==> config.mk <==
export PLATFORM = sky130hd
export DESIGN_NAME = multilevel_priority_ready_queue
export DESIGN_NICKNAME = d
export VERILOG_FILES = /design/src/sv/mpq_pkg.sv /design/src/sv/multilevel_priority_ready_queue.sv
export SDC_FILE = /design/constraint.sdc
export NUM_CORES = 1
export LEC_CHECK = 0
export ABC_CLOCK_PERIOD_IN_PS = 4700
export BUFFER_PORTS_ARGS = -buffer_cell sky130_fd_sc_hd__buf_2
export CELL_PAD_IN_SITES_DETAIL_PLACEMENT = 0
export CELL_PAD_IN_SITES_GLOBAL_PLACEMENT = 2
export CORE_ASPECT_RATIO = 0.9
export CORE_MARGIN = 5
export CORE_UTILIZATION = 46
export DETAILED_ROUTE_END_ITERATION = 8
export PLACE_DENSITY_LB_ADDON = 0.1
export REMOVE_ABC_BUFFERS = 1
export SKIP_CTS_REPAIR_TIMING = 1
export SYNTH_ARGS = -nofsm -noshare
export SYNTH_HDL_FRONTEND = slang
export SYNTH_SLANG_ARGS = --single-unit
==> constraint.sdc <==
create_clock -name clk -period 4.7 [get_ports clk]
set_input_delay 0.94 -clock clk [delete_from_list [all_inputs] [get_ports clk]]
set_output_delay 0.94 -clock clk [all_outputs]
set_load 0.01 [all_outputs]
==> src/sv/mpq_pkg.sv <==
// Shared types and codes for the multilevel priority ready queue.
// Depends on nothing; imported by the queue top level and its checker.
package mpq_pkg;

  // Request kinds carried in the input transfer.
  localparam logic [1:0] KIND_ENQ    = 2'd0;
  localparam logic [1:0] KIND_DEQ    = 2'd1;
  localparam logic [1:0] KIND_REMOVE = 2'd2;

  // Result status codes.
  localparam logic [1:0] ST_OK       = 2'd0;
  localparam logic [1:0] ST_BAD_PRIO = 2'd1;
  localparam logic [1:0] ST_FULL     = 2'd2;
  localparam logic [1:0] ST_EMPTY    = 2'd3;

  typedef struct packed {
    logic [1:0]  kind;
    logic [15:0] thread_id;
    logic [2:0]  priority_req;
  } in_item_t;

  typedef struct packed {
    logic [1:0]  status;
    logic [15:0] out_thread_id;
    logic [1:0]  out_level;
  } out_item_t;

  // Sequencer states.
  typedef enum logic [2:0] {
    S_IDLE,
    S_SCAN_RD,
    S_SCAN_CMP,
    S_SHIFT_RD,
    S_SHIFT_WR
  } state_t;

endpackage

==> src/sv/multilevel_priority_ready_queue.sv <==
// Multilevel priority ready queue: one FIFO of thread ids per priority level.
// Enqueue, its errors and the unused kind strobe a result in the cycle after start.
// Dequeue and remove stay busy while they scan the levels from level 0, reading and
// comparing entries, then move each later entry toward the head and shrink the level.
// Busy drops as the result strobes, so the next transfer may be accepted then.
// Reset (synchronous, rst_n low) empties all levels at once.
module multilevel_priority_ready_queue
  import mpq_pkg::*;
#(
  parameter int QUEUE_DEPTH = 16,
  parameter int NUM_LEVELS  = 4
) (
  input  logic      clk,
  input  logic      rst_n,
  input  logic      start,
  output logic      busy,
  input  in_item_t  in_item,
  output logic      out_strobe,
  output out_item_t out_item
);

  localparam int LW = $clog2(NUM_LEVELS);
  localparam int PW = $clog2(QUEUE_DEPTH);
  localparam int CW = $clog2(QUEUE_DEPTH + 1);

  // Entry memory, one row per level, head at slot zero.
  logic [15:0] mem [NUM_LEVELS][QUEUE_DEPTH];
  logic [15:0] rdata_r;

  logic [CW-1:0] cnt_r [NUM_LEVELS];

  state_t        state_r, state_nxt;
  logic [LW-1:0] lvl_r, lvl_nxt;
  logic [CW-1:0] pos_r, pos_nxt;
  logic          is_deq_r, is_deq_nxt;
  logic [15:0]   tid_r, tid_nxt;
  logic          out_strobe_r, out_strobe_nxt;
  out_item_t     out_item_r, out_item_nxt;

  logic          mem_we;
  logic [LW-1:0] mem_wl;
  logic [PW-1:0] mem_wp;
  logic [15:0]   mem_wd;
  logic [PW-1:0] rd_pos;
  logic [CW-1:0] pos_inc;
  logic [LW-1:0] enq_lvl;
  logic          cnt_inc, cnt_dec;
  logic [LW-1:0] cnt_lvl;

  assign pos_inc = pos_r + CW'(1);
  assign enq_lvl = LW'(in_item.priority_req);
  assign rd_pos  = (state_r == S_SHIFT_RD) ? pos_inc[PW-1:0] : pos_r[PW-1:0];

  // Memory write port and registered read port.
  always_ff @(posedge clk) begin
    if (mem_we) begin
      mem[mem_wl][mem_wp] <= mem_wd;
    end
    rdata_r <= mem[lvl_r][rd_pos];
  end

  // Per-level fill counts.
  always_ff @(posedge clk) begin
    if (!rst_n) begin
      for (int i = 0; i < NUM_LEVELS; i++) begin
        cnt_r[i] <= '0;
      end
    end else if (cnt_inc) begin
      cnt_r[cnt_lvl] <= cnt_r[cnt_lvl] + CW'(1);
    end else if (cnt_dec) begin
      cnt_r[cnt_lvl] <= cnt_r[cnt_lvl] - CW'(1);
    end
  end

  // Sequencer and result registers.
  always_ff @(posedge clk) begin
    if (!rst_n) begin
      state_r      <= S_IDLE;
      out_strobe_r <= 1'b0;
    end else begin
      state_r      <= state_nxt;
      out_strobe_r <= out_strobe_nxt;
    end
    lvl_r      <= lvl_nxt;
    pos_r      <= pos_nxt;
    is_deq_r   <= is_deq_nxt;
    tid_r      <= tid_nxt;
    out_item_r <= out_item_nxt;
  end

  // Next state: enqueue finishes at once; dequeue and remove share the
  // scan loop (dequeue matches any entry) and the gap-closing loop.
  always_comb begin
    state_nxt      = state_r;
    lvl_nxt        = lvl_r;
    pos_nxt        = pos_r;
    is_deq_nxt     = is_deq_r;
    tid_nxt        = tid_r;
    out_strobe_nxt = 1'b0;
    out_item_nxt   = out_item_r;
    mem_we         = 1'b0;
    mem_wl         = lvl_r;
    mem_wp         = pos_r[PW-1:0];
    mem_wd         = rdata_r;
    cnt_inc        = 1'b0;
    cnt_dec        = 1'b0;
    cnt_lvl        = lvl_r;

    case (state_r)
      S_IDLE: begin
        if (start) begin
          out_item_nxt = '{status: ST_EMPTY, out_thread_id: '0, out_level: '0};
          case (in_item.kind)
            KIND_ENQ: begin
              out_strobe_nxt = 1'b1;
              if (int'(in_item.priority_req) >= NUM_LEVELS) begin
                out_item_nxt.status = ST_BAD_PRIO;
              end else if (cnt_r[enq_lvl] == CW'(QUEUE_DEPTH)) begin
                out_item_nxt.status = ST_FULL;
              end else begin
                out_item_nxt.status = ST_OK;
                mem_we  = 1'b1;
                mem_wl  = enq_lvl;
                mem_wp  = cnt_r[enq_lvl][PW-1:0];
                mem_wd  = in_item.thread_id;
                cnt_inc = 1'b1;
                cnt_lvl = enq_lvl;
              end
            end
            KIND_DEQ, KIND_REMOVE: begin
              is_deq_nxt = (in_item.kind == KIND_DEQ);
              tid_nxt    = in_item.thread_id;
              lvl_nxt    = '0;
              pos_nxt    = '0;
              state_nxt  = S_SCAN_RD;
            end
            default: begin
              out_strobe_nxt = 1'b1;
            end
          endcase
        end
      end

      S_SCAN_RD: begin
        if (pos_r == cnt_r[lvl_r]) begin
          // End of this level: move on, or report nothing found.
          if (lvl_r == LW'(NUM_LEVELS - 1)) begin
            out_strobe_nxt = 1'b1;
            out_item_nxt   = '{status: ST_EMPTY, out_thread_id: '0, out_level: '0};
            state_nxt      = S_IDLE;
          end else begin
            lvl_nxt = lvl_r + LW'(1);
            pos_nxt = '0;
          end
        end else begin
          state_nxt = S_SCAN_CMP;
        end
      end

      S_SCAN_CMP: begin
        if (is_deq_r || rdata_r == tid_r) begin
          tid_nxt   = rdata_r;
          state_nxt = S_SHIFT_RD;
        end else begin
          pos_nxt   = pos_inc;
          state_nxt = S_SCAN_RD;
        end
      end

      S_SHIFT_RD: begin
        if (pos_inc < cnt_r[lvl_r]) begin
          state_nxt = S_SHIFT_WR;
        end else begin
          cnt_dec        = 1'b1;
          out_strobe_nxt = 1'b1;
          out_item_nxt   = '{status: ST_OK, out_thread_id: tid_r, out_level: 2'(lvl_r)};
          state_nxt      = S_IDLE;
        end
      end

      S_SHIFT_WR: begin
        mem_we    = 1'b1;
        pos_nxt   = pos_inc;
        state_nxt = S_SHIFT_RD;
      end

      default: begin
        state_nxt = S_IDLE;
      end
    endcase
  end

  assign busy       = (state_r != S_IDLE);
  assign out_strobe = out_strobe_r;
  assign out_item   = out_item_r;

endmodule

======== Word level (Yosys, flattened, before mapping) ========
Memory sizes are Yosys's and may differ from the RTL's. A register that Yosys moved wholly into a read port is not among the register bits.
Index checks and enable logic that the tools add are counted.
Widths: inputs -> output; s select.
storage, ports and cells
  bits in registers ....................... 64
  latch bits .............................. 0
  bits in writable memories ............... 1044
  memory bits (read-only) ................. 0
  input port bits ......................... 24
  logic and storage cells ................. 140
  memories ................................ 2
memories
  name   depth  bits a word  rd ports  clocked after Yosys merged registers in  wr ports  line                                   source
  mem    4      256          1         1                                        1         multilevel_priority_ready_queue.sv:27  logic [15:0] mem [NUM_LEVELS][QUEUE_DEPTH];
  cnt_r  4      5            3         1                                        4         multilevel_priority_ready_queue.sv:30  logic [CW-1:0] cnt_r [NUM_LEVELS];
operators by class
  add/sub/neg operators ................... 4
  multiply operators ...................... 0
  div/mod/pow operators ................... 0
  $lt $le $gt $ge ......................... 5
  eq/ne operators ......................... 19
  shifts and indexed selects .............. 0
  muxes and demuxes ....................... 80
  bitwise logic cells ..................... 3
  reductions and logical operators ........ 17
operators with widths
  operator             number
  $mux 256             1
  $mux 16              11
  $mux 20              4
  $bmux 16 s4          1
  $demux 16 s4         1
  $pmux 20 s3          1
  $mux 5               7
  $mux 2               16
  $pmux 16 s2          1
  $mux 4               6
  $mux 1               21
  $pmux 5 s4           1
  $eq 16x16->1         1
  $mux 3               5
  $pmux 3 s5           1
  $ne 2x2->1 const B   7
  $add 5x1->5 const B  2
  $ge 5x5->1 const B   2
  $not 4->5            2
  $reduce_and 5->1     2
  $eq 3x2->1 const B   2
  $reduce_and 3->1     2
  $reduce_and 6->1     1
  $reduce_bool 3->1    2
  other kinds (26)     28

======== Logic depth before layout (Yosys ltp) ========
An unclocked memory read counts as a cell.
  word-level depth ........................ 13
  depth in mapped cells ................... 16

======== Worst setup path before layout ========
Ideal clock, no wire load.
  kind .................................... register to register
  start point ............................. reg (tool-made name)
  end point ............................... mem cnt_r[2][4] in the netlist's numbering (data pin)
  setup time .............................. 0.265 ns
  arrival ................................. 4.304 ns
  required time ........................... 4.435 ns
  slack ................................... 0.131 ns
  stages on the path, launching flop included .. 17
  path buffers ............................ 3
  period minus slack after synthesis ...... 4.569 ns
  path through ............................ dfxtp_1 clkbuf_1 clkbuf_1 buf_1 mux4_2 ha_1 nor2b_1 o21a_1 o21a_1 o21ai_0 a211oi_1 ha_1 a21o_1 a21oi_1 xnor2_1 xnor2_1 nor3_1
RTL lines
  element        line
  end, declared  multilevel_priority_ready_queue.sv:30

==> key figures <==
Routing
  – Vias: just over 20000
  – Wire per inst: 29.8 um
  – Residual DRC: 0
  – DR iter-0 viols: 2101
  – Router iterations before antenna repair: 5
  – Vias/cell: a little under 6
  – Final antenna-violating net count: 0
  – Routed Wire Length: 104000 um

Logic synthesis
  – Synth warnings: 0
  – Ys flop type: edfxtp_1
  – Synthesized cell area: approximately 44000 sq um
  – Seq/Total Area, Yosys: between 70 and 80%
  – Syn_area_per_cell: about 23 sq um
  – Ys async rst share: 0%
  – EDFF count, synth: about 1100
  – Cells after Synth: 1911
  – Synth Register Bits: 1110
  – Post-synth cell types: 50

Place
  – Port Buffer Count: 45
  – HPWL reported at the end of detailed placement: 67000 um
  – Placer Congestion: about 0.81
  – Dpl cells: 3277

Clock tree
  – CTS Root Cell: clkbuf_16
  – H-tree depth: 3
  – TritonCTS Buffers: between 100 and 150
  – CTS Sinks: 1110
  – Clk_lat worst skew: 0.69 ns
  – Clk buf depth: 3
  – CTS tree: built
  – Reg clk slew, reported paths: 0.06 ns

Final layout
  – Layout cells sized above 1: 34.3%
  – Reg area: around 33000 sq um
  – Commonest non-fill, non-tap cells in the layout: 1088 x edfxtp_1, 346 x mux4_2, 122 x buf_4, 111 x clkbuf_16, 94 x nor2_1
  – Fin util: 53.3%
  – Most common cell after layout, fill and taps aside: edfxtp_1
  – Area occupied by multi-input gates: approximately 10000 sq um
  – Final net count: approximately 2200
  – Area Overhead vs Synth: 15.4%
  – Finished Layout Cells: 3485
  – Fill count: 7313

Pwr
  – Clock power frac: approximately 36%
  – Switch share: 24.8%
  – Comb pwr share: 13.0%
  – Worst vdd ir: 0.000298 V
  – Final Power: about 23 mW
  – Cell Pwr Density: 462 nW/um^2
  – Seq pwr share: about 50%
  – Net Switching: 5.77 mW
  – P_leak: 16.0 nW
  – Pint: between 15 and 20 mW

STA
  – Min Tclk post-route: about 4.0 ns
  – Final period utilization: a little under nine tenths
  – Final setup fails: 0
  – Slew headroom: 22.6%
  – Maximum clock rate: 0.249 GHz
  – RSZ-0062 raised after global routing: false
  – Clk_skew: 0.0248 ns
  – Max Slew Vio Count: 0
  – Final Hold Vio Count: 0
  – Worst-Margin Slew: 1.15 ns

Critical path
  – CP startpoint kind: input pin
  – Crit path cell chain: buf_2, mux4_2, or3b_4, o211a_1, a21o_1, a211oi_1, nor2_1, fa_1, a21o_1, a21oi_1, xnor2_1, xnor2_1, nor3_1
  – CP max-delay cell: mux4_2
  – CP required: 5.11 ns
  – Crit. End Element: flop
  – Max stage delay on crit path: 0.55 ns
  – WP data arrival: roughly 4.4 ns
  – CP Max Fanout: 9
  – Worst setup path class: input pin to flop

Global route
  – GRT Resource Usage Total: 20.7%
  – Met3 usage: under 10%
  – Vias in the first global route: 20407
  – First-pass GRT wire length: about 150000 um
  – GR Layer Usage met2: 30.5%
  – Most Crowded Layer GR: met1
  – Met1 usage: 32.0%
  – Gr ovfl total: 0
  – Pin count of the biggest net entering global routing: 98
  – Initial antenna violation count: 10

Die
  – Num rows: around 110
  – Die Y: between 300 and 400 um
  – # IOs: 46
  – Die extent in x: between 300 and 400 um
  – Initial Util: about 46%
  – Area of the die: 101000 sq um
  – Core area: 94400 sq um

Worst hold path
  – Worst Hold Class: input pin to flop

Run
  – Max Cap Viol: 0

Status
  – Result of the run: finished clean
layer usage:
metal | routed length [um] | vias to the layer above
li1 | - | 8549
met1 | 46800 | 10875
met2 | 46600 | 659
met3 | 8110 | 141
met4 | 2320 | 4
met5 | 30 | -
power groups by stage:
stage / clock, mW / combinational, mW / sequential [mW]
global route: 9.11 / 3.25 / 11.8
global placement: 0 / 3.00 / 12.0
finish: 8.45 / 3.03 / 11.8
CTS: 8.67 / 3.09 / 11.8
floorplan: 0 / 1.99 / 12.1
detailed placement: 0 / 3.08 / 12.0
final cells by class:
type / count / area share [%]
multi-input combinational: 684 / 19.9
tap: 1253 / 3.12
clock buffer: 134 / 5.69
clock inverter: 73 / 1.22
timing repair buffer: 212 / 4.06
antenna: 1 / 0.00498
inverter: 18 / 0.134
sequential: 1110 / 65.9
metrics by stage:
stage / setup WS, ns / cell area, sq um / hold WS, ns / TNS, ns
after floorplan: -11.32 / 43100 / 0.538 / -836.89
final: 0.679 / 50300 / 0.584 / 0
after CTS: 0.664 / 50300 / 0.530 / 0
after global routing: 0.500 / 50300 / 0.555 / 0
after detailed placement: -0.0153 / 46800 / 0.599 / -0.0295
after global placement: 0.0286 / 46800 / 0.596 / 0
path summary, 6_finish.rpt:
path | start | end | slack (ns) | cells past startpoint
setup reg to reg | cnt_r[3][1] | cnt_r[2][4] | 0.70 | 12
hold reg to reg | tid_r[12] | out_item[14] | 0.61 | 1
setup / recovery | in_item[0] | cnt_r[2][4] | 0.68 | 13
hold / removal | in_item[11] | tid_r[8] | 0.58 | 2
worst max-delay path, delay by kind of cell:
kind                     cells  cell delay [ns]
XOR/XNOR                     2             0.47
multiplexers                 1             0.55
AND/OR/NAND/NOR              3             0.64
buffers and inverters        1             0.19
AO/OA/AOI/OAI                5             1.23
adder cells (fa/ha/maj)      1             0.40
cells in the mapped netlist (7+ instances only):
master | instances | area (sq um)
o21ai_0 | 8 | 40.0
nor2_1 | 94 | 353
buf_2 | 32 | 160
a21oi_1 | 10 | 50.1
nand2_1 | 40 | 150
inv_1 | 18 | 67.6
nor3_1 | 13 | 65.1
nor2b_1 | 7 | 43.8
edfxtp_1 | 1088 | 32700
clkbuf_1 | 59 | 221
and3_1 | 20 | 125
ha_1 | 12 | 150
a31oi_1 | 7 | 43.8
mux4_2 | 346 | 7790
xnor2_1 | 30 | 263
dfxtp_1 | 22 | 440
mux2_2 | 34 | 383
flip-flops by register name, indices dropped and copies added (netlist names), named ones only:
| signal | count |
|---|---|
| cnt_r | 20 |
| pos_r | 5 |
| lvl_r | 2 |
| mem | 1024 |
| state_r | 3 |
| is_deq_r | 1 |
| out_strobe | 1 |
| tid_r | 16 |
| out_item | 20 |
| rdata_r | 16 |
cell families (layout without fill, tap and decap cells):
kind of cell	Yosys count	after routing	share of synthesized area, %
other cells	0	1	0
mux	386	386	18.9
simple gates	201	201	2.11
fa+ha+maj	13	13	0.391
compound gates	50	50	0.781
xor+xnor	34	34	0.683
buf+inv	117	437	1.13
flops	1110	1110	76.0
No activity file was read; power rests on OpenSTA's default activity.
